File: src/rtl/core/pbcr_pkg.sv
// Package for the PT broadcast cache replacement block.
// Beat types, mode codes, field widths and parameter defaults; no dependencies.
`default_nettype none

package pbcr_pkg;

	localparam int MAX_SLOTS_DEF = 64;
	localparam int NUM_PAGES_DEF = 16;

	localparam int MODE_W = 2;
	localparam int SLOT_W_IN = 6;
	localparam int PAGE_W = 4;
	localparam int PROB_W = 16;
	localparam int PT_W = 22;
	localparam int CFG_W = 7;

	localparam logic [PT_W-1:0] PT_MAX = {PT_W{1'b1}};

	typedef enum logic [MODE_W-1:0] {
		MODE_SLOT = 2'd0,
		MODE_PROB = 2'd1,
		MODE_STEP = 2'd2,
		MODE_NONE = 2'd3
	} mode_t;

	typedef struct packed {
		mode_t                 mode;
		logic [SLOT_W_IN-1:0]  slot;
		logic [PAGE_W-1:0]     page;
		logic [PROB_W-1:0]     probability;
	} in_beat_t;

	typedef struct packed {
		logic [PAGE_W-1:0] cached_page;
		logic              cached_valid;
		logic              replaced;
		logic [PT_W-1:0]   item_pt;
		logic [PT_W-1:0]   held_pt;
		logic              bad_slot;
	} out_beat_t;

endpackage

`default_nettype wire

File: src/rtl/core/pbcr_sched_mem.sv
// Broadcast schedule store: one page number per slot, one write and one read port.
// Read data is registered. Uses pbcr_pkg for the page width.
`default_nettype none

module pbcr_sched_mem
	import pbcr_pkg::*;
#(
	parameter int MAX_SLOTS = MAX_SLOTS_DEF,
	parameter int SLOT_W    = $clog2(MAX_SLOTS)
) (
	input  wire logic              clk,
	input  wire logic              wr_en,
	input  wire logic [SLOT_W-1:0] wr_addr,
	input  wire logic [PAGE_W-1:0] wr_page,
	input  wire logic [SLOT_W-1:0] rd_addr,
	output logic      [PAGE_W-1:0] rd_page
);

	logic [PAGE_W-1:0] mem_q [MAX_SLOTS];

	always_ff @(posedge clk) begin
		if (wr_en) begin
			mem_q[wr_addr] <= wr_page;
		end
		rd_page <= mem_q[rd_addr];
	end

endmodule

`default_nettype wire

File: src/rtl/core/pbcr_prob_mem.sv
// Per-page probability store, Q0.16, with a valid bit per entry so that it reads zero
// after reset. Registered read. Uses pbcr_pkg for the probability width.
`default_nettype none

module pbcr_prob_mem
	import pbcr_pkg::*;
#(
	parameter int NUM_PAGES = NUM_PAGES_DEF,
	parameter int PG_W      = $clog2(NUM_PAGES)
) (
	input  wire logic              clk,
	input  wire logic              arst_n,
	input  wire logic              wr_en,
	input  wire logic [PG_W-1:0]   wr_idx,
	input  wire logic [PROB_W-1:0] wr_prob,
	input  wire logic              rd_ok,
	input  wire logic [PG_W-1:0]   rd_idx,
	output logic      [PROB_W-1:0] rd_prob
);

	logic [PROB_W-1:0] mem_q [NUM_PAGES];
	logic [NUM_PAGES-1:0] vld_q;

	always_ff @(posedge clk or negedge arst_n) begin
		if (!arst_n) begin
			vld_q <= '0;
		end else if (wr_en) begin
			vld_q[wr_idx] <= 1'b1;
		end
	end

	// an entry never written reads as zero probability
	always_ff @(posedge clk) begin
		if (wr_en) begin
			mem_q[wr_idx] <= wr_prob;
		end
		rd_prob <= (rd_ok && vld_q[rd_idx]) ? mem_q[rd_idx] : '0;
	end

endmodule

`default_nettype wire

File: src/rtl/core/pbcr_pt_unit.sv
// Shared PT multiplier: probability times distance, saturated to the PT width.
// Uses pbcr_pkg for the probability and PT widths.
`default_nettype none

module pbcr_pt_unit
	import pbcr_pkg::*;
#(
	parameter int LEN_W = 7
) (
	input  wire logic [PROB_W-1:0] prob,
	input  wire logic [LEN_W-1:0]  span,
	output logic      [PT_W-1:0]   pt
);

	localparam int PROD_W = (PROB_W + LEN_W > PT_W) ? PROB_W + LEN_W : PT_W;

	logic [PROD_W-1:0] prod;

	assign prod = PROD_W'(prob) * PROD_W'(span);
	assign pt   = (prod > PROD_W'(PT_MAX)) ? PT_MAX : prod[PT_W-1:0];

endmodule

`default_nettype wire

File: src/rtl/core/pt_broadcast_cache_replacement.sv
// PT replacement for a one-entry cache fed by a cyclic broadcast schedule. Mode 0 beats
// write a schedule slot, mode 1 beats write a page probability (Q0.16), mode 2 beats are
// broadcast steps; every input beat yields exactly one output beat. Load, unused-mode and
// bad-slot beats go from acceptance straight to the done state. A step on a full cache
// passes the item, scan, probability, multiply and compare states: the sequencer walks the
// schedule memory through its single read port, one slot a cycle, finding the next
// broadcast of both pages in one pass, then reads both probabilities and runs them through
// one shared multiplier. A step that fills an empty cache goes from the item state to the
// done state. The input is not ready while a step is being worked; the output register lets
// a new beat be taken while the previous result still waits downstream. schedule_length is
// written through cfg_wr_en / cfg_wr_data and should only change while the block is idle.
// Depends on pbcr_pkg, pbcr_sched_mem, pbcr_prob_mem and pbcr_pt_unit.
`default_nettype none

module pt_broadcast_cache_replacement
	import pbcr_pkg::*;
#(
	parameter int MAX_SLOTS = MAX_SLOTS_DEF,
	parameter int NUM_PAGES = NUM_PAGES_DEF
) (
	input  wire logic             clk,
	input  wire logic             arst_n,
	input  wire logic             in_valid,
	output logic                  in_ready,
	input  wire in_beat_t         in_data,
	output logic                  out_valid,
	input  wire logic             out_ready,
	output out_beat_t             out_data,
	input  wire logic             cfg_wr_en,
	input  wire logic [CFG_W-1:0] cfg_wr_data
);

	localparam int SLOT_W = $clog2(MAX_SLOTS);
	localparam int LEN_W  = $clog2(MAX_SLOTS + 1);
	localparam int PG_W   = $clog2(NUM_PAGES);

	typedef enum logic [7:0] {
		ST_IDLE   = 8'b0000_0001,
		ST_ITEM   = 8'b0000_0010,
		ST_SCAN   = 8'b0000_0100,
		ST_PROB_I = 8'b0000_1000,
		ST_PROB_H = 8'b0001_0000,
		ST_MUL_H  = 8'b0010_0000,
		ST_CMP    = 8'b0100_0000,
		ST_DONE   = 8'b1000_0000
	} state_t;

	state_t              state_q;
	logic [CFG_W-1:0]    len_cfg_q;
	logic [LEN_W-1:0]    len_eff;
	logic [LEN_W-1:0]    len_q;
	logic [LEN_W-1:0]    slot_q;
	logic [LEN_W-1:0]    idx_q;
	logic [LEN_W-1:0]    idx_inc;
	logic [LEN_W-1:0]    slot_inc;
	logic [LEN_W-1:0]    k_q;
	logic                issue_q;
	logic                chk_vld_s1;
	logic [LEN_W-1:0]    chk_k_s1;
	logic                item_fnd_q;
	logic                held_fnd_q;
	logic [LEN_W-1:0]    item_dist_q;
	logic [LEN_W-1:0]    held_dist_q;
	logic                held_vld_q;
	logic [PAGE_W-1:0]   held_pg_q;
	logic [PAGE_W-1:0]   item_pg_q;
	logic                res_rep_q;
	logic                res_bad_q;
	logic [PT_W-1:0]     item_pt_q;
	logic [PT_W-1:0]     held_pt_q;
	logic                out_valid_q;
	out_beat_t           out_data_q;

	logic                accept;
	logic                step_bad;
	logic                sched_we;
	logic [SLOT_W-1:0]   sched_rd_addr;
	logic [PAGE_W-1:0]   sched_rd;
	logic                prob_we;
	logic [PAGE_W-1:0]   prob_rd_pg;
	logic                prob_rd_ok;
	logic [PROB_W-1:0]   prob_rd;
	logic [LEN_W-1:0]    mul_dist;
	logic [PT_W-1:0]     mul_pt;

	assign in_ready  = (state_q == ST_IDLE);
	assign accept    = in_valid && in_ready;
	assign out_valid = out_valid_q;
	assign out_data  = out_data_q;

	// saturate the length to the store depth
	assign len_eff  = (32'(len_cfg_q) > MAX_SLOTS) ? LEN_W'(MAX_SLOTS) : LEN_W'(len_cfg_q);
	assign step_bad = 32'(in_data.slot) >= 32'(len_eff);

	assign idx_inc  = idx_q + LEN_W'(1);
	assign slot_inc = slot_q + LEN_W'(1);

	assign sched_we = accept && (in_data.mode == MODE_SLOT) && (32'(in_data.slot) < MAX_SLOTS);
	assign sched_rd_addr = (state_q == ST_IDLE) ? SLOT_W'(in_data.slot) : idx_q[SLOT_W-1:0];

	assign prob_we    = accept && (in_data.mode == MODE_PROB) && (32'(in_data.page) < NUM_PAGES);
	assign prob_rd_pg = (state_q == ST_PROB_I) ? item_pg_q : held_pg_q;
	assign prob_rd_ok = 32'(prob_rd_pg) < NUM_PAGES;

	assign mul_dist = (state_q == ST_PROB_H) ? item_dist_q : held_dist_q;

	pbcr_sched_mem #(
		.MAX_SLOTS (MAX_SLOTS),
		.SLOT_W    (SLOT_W)
	) u_sched (
		.clk     (clk),
		.wr_en   (sched_we),
		.wr_addr (SLOT_W'(in_data.slot)),
		.wr_page (in_data.page),
		.rd_addr (sched_rd_addr),
		.rd_page (sched_rd)
	);

	pbcr_prob_mem #(
		.NUM_PAGES (NUM_PAGES),
		.PG_W      (PG_W)
	) u_prob (
		.clk     (clk),
		.arst_n  (arst_n),
		.wr_en   (prob_we),
		.wr_idx  (PG_W'(in_data.page)),
		.wr_prob (in_data.probability),
		.rd_ok   (prob_rd_ok),
		.rd_idx  (PG_W'(prob_rd_pg)),
		.rd_prob (prob_rd)
	);

	pbcr_pt_unit #(
		.LEN_W (LEN_W)
	) u_pt (
		.prob (prob_rd),
		.span (mul_dist),
		.pt   (mul_pt)
	);

	always_ff @(posedge clk or negedge arst_n) begin
		if (!arst_n) begin
			state_q     <= ST_IDLE;
			len_cfg_q   <= CFG_W'(1);
			len_q       <= '0;
			slot_q      <= '0;
			idx_q       <= '0;
			k_q         <= '0;
			issue_q     <= 1'b0;
			chk_vld_s1  <= 1'b0;
			chk_k_s1    <= '0;
			item_fnd_q  <= 1'b0;
			held_fnd_q  <= 1'b0;
			item_dist_q <= '0;
			held_dist_q <= '0;
			held_vld_q  <= 1'b0;
			held_pg_q   <= '0;
			item_pg_q   <= '0;
			res_rep_q   <= 1'b0;
			res_bad_q   <= 1'b0;
			item_pt_q   <= '0;
			held_pt_q   <= '0;
			out_valid_q <= 1'b0;
			out_data_q  <= '0;
		end else begin
			if (cfg_wr_en) begin
				len_cfg_q <= cfg_wr_data;
			end
			// drop the sent beat unless a new one is loaded in its place
			if (out_valid_q && out_ready && state_q != ST_DONE) begin
				out_valid_q <= 1'b0;
			end

			unique case (state_q)
				ST_IDLE: begin
					if (accept) begin
						res_rep_q <= 1'b0;
						item_pt_q <= '0;
						held_pt_q <= '0;
						len_q     <= len_eff;
						slot_q    <= LEN_W'(in_data.slot);
						if (in_data.mode == MODE_STEP && !step_bad) begin
							res_bad_q <= 1'b0;
							state_q   <= ST_ITEM;
						end else begin
							res_bad_q <= (in_data.mode == MODE_STEP);
							state_q   <= ST_DONE;
						end
					end
				end
				ST_ITEM: begin
					if (!held_vld_q) begin
						held_pg_q  <= sched_rd;
						held_vld_q <= 1'b1;
						res_rep_q  <= 1'b1;
						state_q    <= ST_DONE;
					end else begin
						item_pg_q   <= sched_rd;
						idx_q       <= (slot_inc == len_q) ? '0 : slot_inc;
						k_q         <= LEN_W'(1);
						issue_q     <= 1'b1;
						item_fnd_q  <= 1'b0;
						held_fnd_q  <= 1'b0;
						item_dist_q <= len_q;
						held_dist_q <= len_q;
						state_q     <= ST_SCAN;
					end
				end
				ST_SCAN: begin
					// issue one slot a cycle; its page comes back in the next cycle
					chk_vld_s1 <= issue_q;
					chk_k_s1   <= k_q;
					if (issue_q) begin
						idx_q <= (idx_inc == len_q) ? '0 : idx_inc;
						if (k_q == len_q) begin
							issue_q <= 1'b0;
						end else begin
							k_q <= k_q + LEN_W'(1);
						end
					end
					if (chk_vld_s1) begin
						if (!item_fnd_q && sched_rd == item_pg_q) begin
							item_fnd_q  <= 1'b1;
							item_dist_q <= chk_k_s1;
						end
						if (!held_fnd_q && sched_rd == held_pg_q) begin
							held_fnd_q  <= 1'b1;
							held_dist_q <= chk_k_s1;
						end
						if (chk_k_s1 == len_q) begin
							state_q <= ST_PROB_I;
						end
					end
				end
				ST_PROB_I: begin
					state_q <= ST_PROB_H;
				end
				ST_PROB_H: begin
					item_pt_q <= mul_pt;
					state_q   <= ST_MUL_H;
				end
				ST_MUL_H: begin
					held_pt_q <= mul_pt;
					state_q   <= ST_CMP;
				end
				ST_CMP: begin
					// replace only on strictly greater PT
					if (item_pt_q > held_pt_q) begin
						held_pg_q <= item_pg_q;
						res_rep_q <= 1'b1;
					end
					state_q <= ST_DONE;
				end
				ST_DONE: begin
					// hold the result until the output register is free
					if (!out_valid_q || out_ready) begin
						out_valid_q             <= 1'b1;
						out_data_q.cached_page  <= held_pg_q;
						out_data_q.cached_valid <= held_vld_q;
						out_data_q.replaced     <= res_rep_q;
						out_data_q.item_pt      <= item_pt_q;
						out_data_q.held_pt      <= held_pt_q;
						out_data_q.bad_slot     <= res_bad_q;
						state_q                 <= ST_IDLE;
					end
				end
				default: begin
					state_q <= ST_IDLE;
				end
			endcase
		end
	end

`ifndef SYNTHESIS
	a_held_never_lost: assert property (@(posedge clk) disable iff (!arst_n)
		!$fell(held_vld_q))
		else $error("cache valid dropped");

	a_replace_implies_valid: assert property (@(posedge clk) disable iff (!arst_n)
		out_valid_q && out_data_q.replaced |-> out_data_q.cached_valid && !out_data_q.bad_slot)
		else $error("replacement reported without a cached page");

	a_bad_is_quiet: assert property (@(posedge clk) disable iff (!arst_n)
		out_valid_q && out_data_q.bad_slot |->
			!out_data_q.replaced && out_data_q.item_pt == '0 && out_data_q.held_pt == '0)
		else $error("bad slot beat carries a result");

	a_scan_needs_held: assert property (@(posedge clk) disable iff (!arst_n)
		state_q == ST_SCAN |-> held_vld_q)
		else $error("scan started on an empty cache");

	a_dist_in_range: assert property (@(posedge clk) disable iff (!arst_n)
		state_q == ST_PROB_I |-> item_dist_q <= len_q && held_dist_q <= len_q
			&& item_dist_q != '0 && held_dist_q != '0)
		else $error("distance outside one schedule cycle");
`endif

endmodule

`default_nettype wire
File: config.mk
export PLATFORM = sky130hd
export DESIGN_NAME = pt_broadcast_cache_replacement
export DESIGN_NICKNAME = d
export VERILOG_FILES = /design/src/rtl/core/pbcr_pkg.sv /design/src/rtl/core/pbcr_sched_mem.sv /design/src/rtl/core/pbcr_prob_mem.sv /design/src/rtl/core/pbcr_pt_unit.sv /design/src/rtl/core/pt_broadcast_cache_replacement.sv
export SDC_FILE = /design/constraint.sdc
export NUM_CORES = 1
export LEC_CHECK = 0
export ABC_AREA = 1
export BUFFER_PORTS_ARGS = -buffer_cell sky130_fd_sc_hd__buf_2
export CORE_MARGIN = 4
export CORE_UTILIZATION = 57
export DETAILED_ROUTE_END_ITERATION = 12
export PLACE_DENSITY = 0.77
export SLEW_MARGIN = 20
export SYNTH_ARGS = -nofsm -noshare
export SYNTH_HDL_FRONTEND = slang
export SYNTH_SLANG_ARGS = --single-unit
File: constraint.sdc
create_clock -name clk -period 5.5 [get_ports clk]
set_input_delay 0.55 -clock clk [delete_from_list [all_inputs] [get_ports clk]]
set_output_delay 0.55 -clock clk [all_outputs]
set_load 0.005 [all_outputs]
* Yosys cells after proc, flatten, opt, wreduce, memory -nomap -nowiden
Memory sizes are Yosys's and may differ from the RTL's. A register that Yosys moved wholly into a read port is not among the register bits.
Index checks and enable logic that the tools add are counted.
** Operators by class
- Add/sub/neg operators :: 3
- $mul :: 1
- Divide/modulo/power cells :: 0
- $lt $le $gt $ge :: 7
- Equal/unequal tests :: 28
- Shift-type cells :: 0
- Muxes and demuxes :: 61
- Bitwise gates (word level) :: 1
- Reductions and logical operators :: 34
** Operator list (count)
- 2-to-1 mux 7 bit :: 14
- case mux 22 bit (2 select lines) :: 2
- case mux 8 bit (8 select lines) :: 1
- case mux 7 bit (2 select lines) :: 4
- 2-to-1 mux 8 bit :: 6
- 2-to-1 mux 22 bit :: 2
- equality test 7 bit :: 4
- > comparator 23 x 22 -> 1 bit (second input constant) :: 1
- multiplier 16 x 7 -> 23 bit :: 1
- > comparator 22 bit :: 1
- 2-to-1 mux 1 bit :: 21
- inequality test 2 bit (second input constant) :: 10
- AND reduction 4 bit :: 5
- bitwise OR 16 bit :: 1
- adder 7 x 1 -> 7 bit (second input constant) :: 2
- 2-to-1 mux 4 bit :: 3
- AND reduction 2 bit :: 6
- less-than comparator 4 x 5 -> 1 bit (second input constant) :: 2
- logical AND 1 bit :: 9
- equality test 4 bit :: 2
- equality test 8 x 1 -> 1 bit (second input constant) :: 1
- equality test 8 x 2 -> 1 bit (second input constant) :: 1
- equality test 8 x 3 -> 1 bit (second input constant) :: 1
- equality test 8 x 4 -> 1 bit (second input constant) :: 1
- other kinds (24) :: 34
** Word-level totals
- Register bits after elaboration :: 190
- Bits in latches :: 0
- RAM bits :: 512
- Bits in read-only memories :: 0
- Bits of input ports :: 40
- Output and inout port bits :: 53
- Word-level logic and storage cells :: 165
- Memories kept :: 2
** Memories
- u_prob.mem_q :: depth 16, width 16, read ports 1, clocked after Yosys merged registers in 1, wr ports 1, RTL line pbcr_prob_mem.sv:21 : logic [PROB_W-1:0] mem_q [NUM_PAGES];
- u_sched.mem_q :: depth 64, width 4, read ports 1, clocked after Yosys merged registers in 1, wr ports 1, RTL line pbcr_sched_mem.sv:19 : logic [PAGE_W-1:0] mem_q [MAX_SLOTS];

* Longest topological paths before layout
- Depth in word-level cells :: 8
- Mapped depth :: 32
- Depth with buffers taken out :: 30

* Modules after synthesis
A second synthesis with hierarchy kept.
** Second synthesis, totals
- Cell total of the unflattened synthesis :: 3680
- Area, all modules :: 35247.6 µm²
** By module, submodules not included
- pbcr_prob_mem :: times used 1, cells each 1030, area each 11581.1 µm², sequential area each 8408.1 µm²
- pbcr_sched_mem :: times used 1, cells each 948, area each 10881.7 µm², sequential area each 7767.4 µm²
- pt_broadcast_cache_replacement :: times used 1, cells each 1048, area each 8674.6 µm², sequential area each 4356.7 µm²
- pbcr_pt_unit :: times used 1, cells each 654, area each 4110.2 µm², sequential area each 0.0 µm²

* Worst setup path before layout
Ideal clock, no wire load.
- Path type :: flip-flop to flip-flop
- Start :: reg state_q[2]
- End :: reg held_pt_q[10]
- Data arrival time :: 5408 ps
- Setup slack :: -38 ps
- Cell stages (with the launch flop) :: 30
- Period minus slack after synthesis :: 5538 ps
- Cells stage by stage :: dfrtp_1 > inv_2 > nand2_2 > nor2_1 > nand4_1 > buf_2 > o21a_1 > inv_1 > buf_2 > nor2_1 > fa_1 > inv_1 > fa_1 > inv_1 > fa_1 > inv_1 > fa_1 > inv_1 > ha_1 > nand2_1 > nor3_1 > nand3_1 > nand3_1 > or2_1 > nand2_1 > inv_2 > buf_2 > nand2_1 > nand2_1 > o21ai_0
** Between the ends
- Longest elaborated chain between the ends :: 6
- Elaborated cells on any way between the ends :: 12
- Those cells by class :: mul (1); order compare (1); eq/ne (4); mux (3); reduce/logical (3)
** RTL lines
- from (decl) :: RTL line pt_broadcast_cache_replacement.sv:48 : state_t state_q;
- from (signal assigned) :: RTL line pt_broadcast_cache_replacement.sv:143 : state_q <= ST_IDLE;
- from (signal assigned) :: RTL line pt_broadcast_cache_replacement.sv:184 : state_q <= ST_ITEM;
- from (signal assigned) :: RTL line pt_broadcast_cache_replacement.sv:187 : state_q <= ST_DONE;
- equality test 8 x 5 -> 1 bit :: RTL line pt_broadcast_cache_replacement.sv:105 : assign mul_dist = (state_q == ST_PROB_H) ? item_dist_q : held_dist_q;
- 2-to-1 mux 7 bit :: RTL line pt_broadcast_cache_replacement.sv:105
- multiplier 16 x 7 -> 23 bit :: RTL line pbcr_pt_unit.sv:19 : assign prod = PROD_W'(prob) * PROD_W'(span);
- > comparator 23 x 22 -> 1 bit :: RTL line pbcr_pt_unit.sv:20 : assign pt = (prod > PROD_W'(PT_MAX)) ? PT_MAX : prod[PT_W-1:0];
- 2-to-1 mux 22 bit :: RTL line pbcr_pt_unit.sv:20
- case mux 22 bit (2 select lines) :: RTL line pt_broadcast_cache_replacement.sv:174 : unique case (state_q)
- to (signal assigned) :: RTL line pt_broadcast_cache_replacement.sv:243 : held_pt_q <= mul_pt;
- to (decl) :: RTL line pt_broadcast_cache_replacement.sv:70 : logic [PT_W-1:0] held_pt_q;
Several ways; a longest one is shown, not always the timed one.
A chain may end at the register's enable or synchronous reset.

* Worst setup path after layout
- Start :: reg state_q[3]
- End :: reg item_pt_q[15]
** Between the ends
- Longest elaborated chain between the ends :: 6
- Elaborated cells on any way between the ends :: 11
- Those cells by class :: mul (1); order compare (1); eq/ne (3); mux (3); reduce/logical (3)
** RTL lines
- equality test 8 x 5 -> 1 bit :: RTL line pt_broadcast_cache_replacement.sv:105, pt_broadcast_cache_replacement.sv:174
- 2-to-1 mux 7 bit :: RTL line pt_broadcast_cache_replacement.sv:105
- multiplier 16 x 7 -> 23 bit :: RTL line pbcr_pt_unit.sv:19
- > comparator 23 x 22 -> 1 bit :: RTL line pbcr_pt_unit.sv:20
- 2-to-1 mux 22 bit :: RTL line pbcr_pt_unit.sv:20
- case mux 22 bit (2 select lines) :: RTL line pt_broadcast_cache_replacement.sv:174
- to (signal assigned) :: RTL line pt_broadcast_cache_replacement.sv:239 : item_pt_q <= mul_pt;
- to (decl) :: RTL line pt_broadcast_cache_replacement.sv:69 : logic [PT_W-1:0] item_pt_q;
Several ways; a longest one is shown, not always the timed one.

==> metrics.md <==
| Metric | Value |
|---|---|
| Outcome | finished, final reports clean |
| Sw Share | 0.3672 |
| GPL Wtd Cong | between 0.9 and 1 |
| Initial core utilization | 0.5757 |
| Sequential share of power | 0.374 |
| Vias per cell | approximately 5.5 |
| Comb pwr share | 0.333 |
| Pin count of the biggest net entering global routing | ~130 |
| Root buffer cell | clkbuf_16 |
| Critical path's slowest cell | fa_1 |
| Worst path max stage delay | 0.52 ns |
| Worst path bufs/invs | 7 |
| Max_cap viols | 0 |
| Layout area overhead | 12.77% |
| Cell Area, Synth | between 30000 and 40000 µm² |
| CTS sink cnt | between 700 and 800 |
| GRT Resource Usage Total | 0.2485 |
| Maximum VDD drop | 0.0003799 V |
| PD cells | 433.7 nW/µm² |
| Reg clk slew, reported paths | 0.06 ns |
| Crit-path leading delay family | adder cells |
| Post-route DRC | 0 |
| Mapped Cells | about 3.6k |
| Setup Viol. Count Final | 0 |
| Final wirelength | roughly 84000 µm |
| DRT antenna net count | 0 |
| Row cnt | 91 |
| Vias in the first global route | between 20k and 25k |
| RSZ-0062 raised after global routing | true |
| Post-synth top area share | 0.4336 |
| WS Path Type | flip-flop to flip-flop |
| Relative slew slack | 0.2495 |
| Hold Vio Cnt, Final | 0 |
| Achievable frequency | 186.0 MHz |
| Skew-Pair Late Insertion Delay | ~0.62 ns |
| Total grt overflow | 0 |
| I/O pins | 93 |
| CP Capture Type | flip-flop |
| Sequential share of the synthesized area | 0.5790 |
| DRT iter0 DRCs | between 2k and 3k |
| Fin util | 0.6492 |
| Crit Path Max Fanout | 7 |
| Die Footprint | roughly 66000 µm² |
| DIE WIDTH | 257.4 µm |
| Fin cells | roughly 4.6k |
| CTS tree | done |
| Proportion of layout cells with a drive suffix above 1 | 0.1277 |
| Core Box Area | 61600 µm² |
| Clock Skew | 0.01731 ns |
| Worst Path Required | between 6 and 7 ns |
| Synth Warn # | 0 |
| Net count after synthesis | 3781 |
| Commonest cells after routing, fill and taps aside | nand2_1 (848), inv_1 (579), edfxtp_1 (512), nand3_1 (404), dfrtp_1 (188) |
| Inserted Clock Buffers | 77 |
| First-pass GRT wire length | ~130000 µm |
| Setup TNS | 0 ns |
| Detail Placement HPWL | around 52000 µm |
| Distinct cells, synth | 55 |
| Startpoint Class | flip-flop |
| Tmin final | 5.376 ns |
| Fin crit share | 0.9775 |
| Worst EP arrival | ~5.9 ns |
| Iteration count of the initial detailed-routing pass | 6 |
| Vias | about 25k |
| Initial antenna violation count | 2 |
| Sw Pwr | 6368 µW |
| Clk pwr share | 0.293 |
| CTS Buffer Depth | 3 |
| Most numerous cell on the critical path | nand2_1 |
| Fillers | approximately 4.6k |
| Commonest non-fill, non-tap cell in the layout | nand2_1 |
| Dpl cells | between 4k and 5k |
| Min-Delay Path Class | input pin to flip-flop |
| Pleak | approximately 0.018 µW |
| IO buf count | between 90 and 100 |
| Avg WL per Cell | 18.18 µm |
| Synth area leader | edfxtp_1 |
| Ranking of synthesized cells by area | edfxtp_1 (43%), dfrtp_1 (13%), nand2_1 (9.1%) |
| Final Net Count | around 3.9k |
| #FFs+latches synth | slightly above 700 |
| Internal power | ~11000 µW |
| Actual slew at the worst max-slew pin | approximately 1.1 ns |
| Final Max Tran Viols | 0 |
| Height of the die | ~260 µm |
| Htree depth | 3 |
| Syn_area_per_cell | 9.850 µm² |
Yosys cell counts, drive strengths merged:
cell type  count
nand3        406
or2           12
nor3          10
clkbuf        46
o21ai        144
clkinv         1
dfrtp        188
xnor2         17
buf           94
a211oi         3
o21a           8
a311oi         1
nand3b        26
a21o           2
nor4           4
xor2          30
a22oi          1
a21boi         3
a21oi         40
a221oi         1
edfxtp       512
nand2        876
o22ai          8
o31ai          3
dfstp          2
o211ai       122
ha            72
mux2          26
nor2         230
nand4         17
a31oi          2
nor3b          1
inv          599
nor4b          1
dfxtp         20
o21bai         3
fa            69
through the flow:
| step | worst slack (ns) | power (µW) | hold WS (ns) | area (µm²) |
|---|---|---|---|---|
| floorplan | 0.005937 | 10500 | 0.2544 | 35470 |
| global placement | 0.01581 | 11980 | 0.4378 | 36830 |
| detailed placement | -0.1170 | 12090 | 0.4479 | 36840 |
| CTS | 0.002747 | 17180 | 0.1211 | 39380 |
| global route | -0.1161 | 18280 | 0.1554 | 39980 |
| finish | 0.1236 | 17340 | 0.1413 | 39990 |
metal layers:
layer	vias to the layer above	GRT usage	share of wire
li1	12040	-	-
met1	12047	0.3492	0.42
met2	1125	0.3969	0.46
met3	195	0.04606	0.091
met4	2	0.08259	0.030
met5	-	0	0.00014
final cells by class:
class	count	area, µm²	area share
Sequential cell	722	20530	0.5135
Timing Repair inverter	1	6.256	0.0001565
Multi-Input combinational cell	2138	12450	0.3113
Tap cell	837	1047	0.02619
Antenna cell	1	2.502	0.00006258
Clock inverter	44	414.1	0.01036
Inverter	600	2262	0.05657
Timing Repair Buffer	171	1176	0.02941
Clock buffer	98	2098	0.05247
cell families (layout without fill, tap and decap cells):
| kind of cell | after synthesis | after routing | share of synthesized area |
|---|---|---|---|
| flops | 722 | 722 | 0.5790 |
| mux | 26 | 26 | 0.008257 |
| xor+xnor | 47 | 47 | 0.01161 |
| compound gates | 341 | 341 | 0.06052 |
| buf+inv | 740 | 914 | 0.08416 |
| other cells | 0 | 1 | 0 |
| simple gates | 1583 | 1583 | 0.1921 |
| fa+ha+maj | 141 | 141 | 0.06436 |
sequential cells by signal (all words and copies together) (netlist names), 4 cells and up:
register,count
state_q,8
idx_q,7
u_sched.mem_q,256
u_prob.rd_prob,16
u_sched.rd_page,4
chk_k_s1,7
u_prob.mem_q,256
item_dist_q,7
len_q,7
u_prob.vld_q,16
slot_q,6
item_pt_q,22
held_pt_q,22
held_pg_q,4
out_data,51
k_q,7
held_dist_q,7
item_pg_q,4
len_cfg_q,7
power groups by stage:
stage	Clock [µW]	Sequential [µW]	Combinational (µW)
4_1_cts	5140	6480	5570
3_3_place_gp	0	6570	5410
6_report	5080	6490	5770
2_1_floorplan	0	6480	4020
3_5_place_dp	0	6580	5510
5_1_grt	5400	6530	6360
tightest hold or removal path, cell delays in order:
cell,delay [ns]
buf_2,0.08
nand2_1,0.04
o21ai_0,0.05
worst paths after layout:
kind / slack [ns] / startpoint / to / cells after the start
worst max-delay path: 0.12 / state_q[3]$_DFFE_PN0P_ / item_pt_q[15]$_DFFE_PN0P_ / 28
worst min-delay path: 0.14 / cfg_wr_data[6] / len_cfg_q[6]$_DFFE_PN0P_ / 3
max in group asynchronous: 3.99 / arst_n / held_pt_q[15]$_DFFE_PN0P_ / 3
worst min register to register: 0.45 / u_prob.vld_q[9]$_DFFE_PN0P_ / u_prob.vld_q[9]$_DFFE_PN0P_ / 2
worst max register to register: 0.12 / state_q[3]$_DFFE_PN0P_ / item_pt_q[15]$_DFFE_PN0P_ / 28
min in group asynchronous: 0.48 / arst_n / idx_q[4]$_DFFE_PN0P_ / 2
timing repair:
action | CTS | global route
hold buffers | 1 | 0
pin swaps | 0 | 38
endpoints found under the setup margin | 38 | 44
cloned | 0 | 5
endpoints found under the hold margin | 64 | 0
setup buffers | 0 | 15
resized for setup | 6 | 127
(Power assumes the default switching activity.)
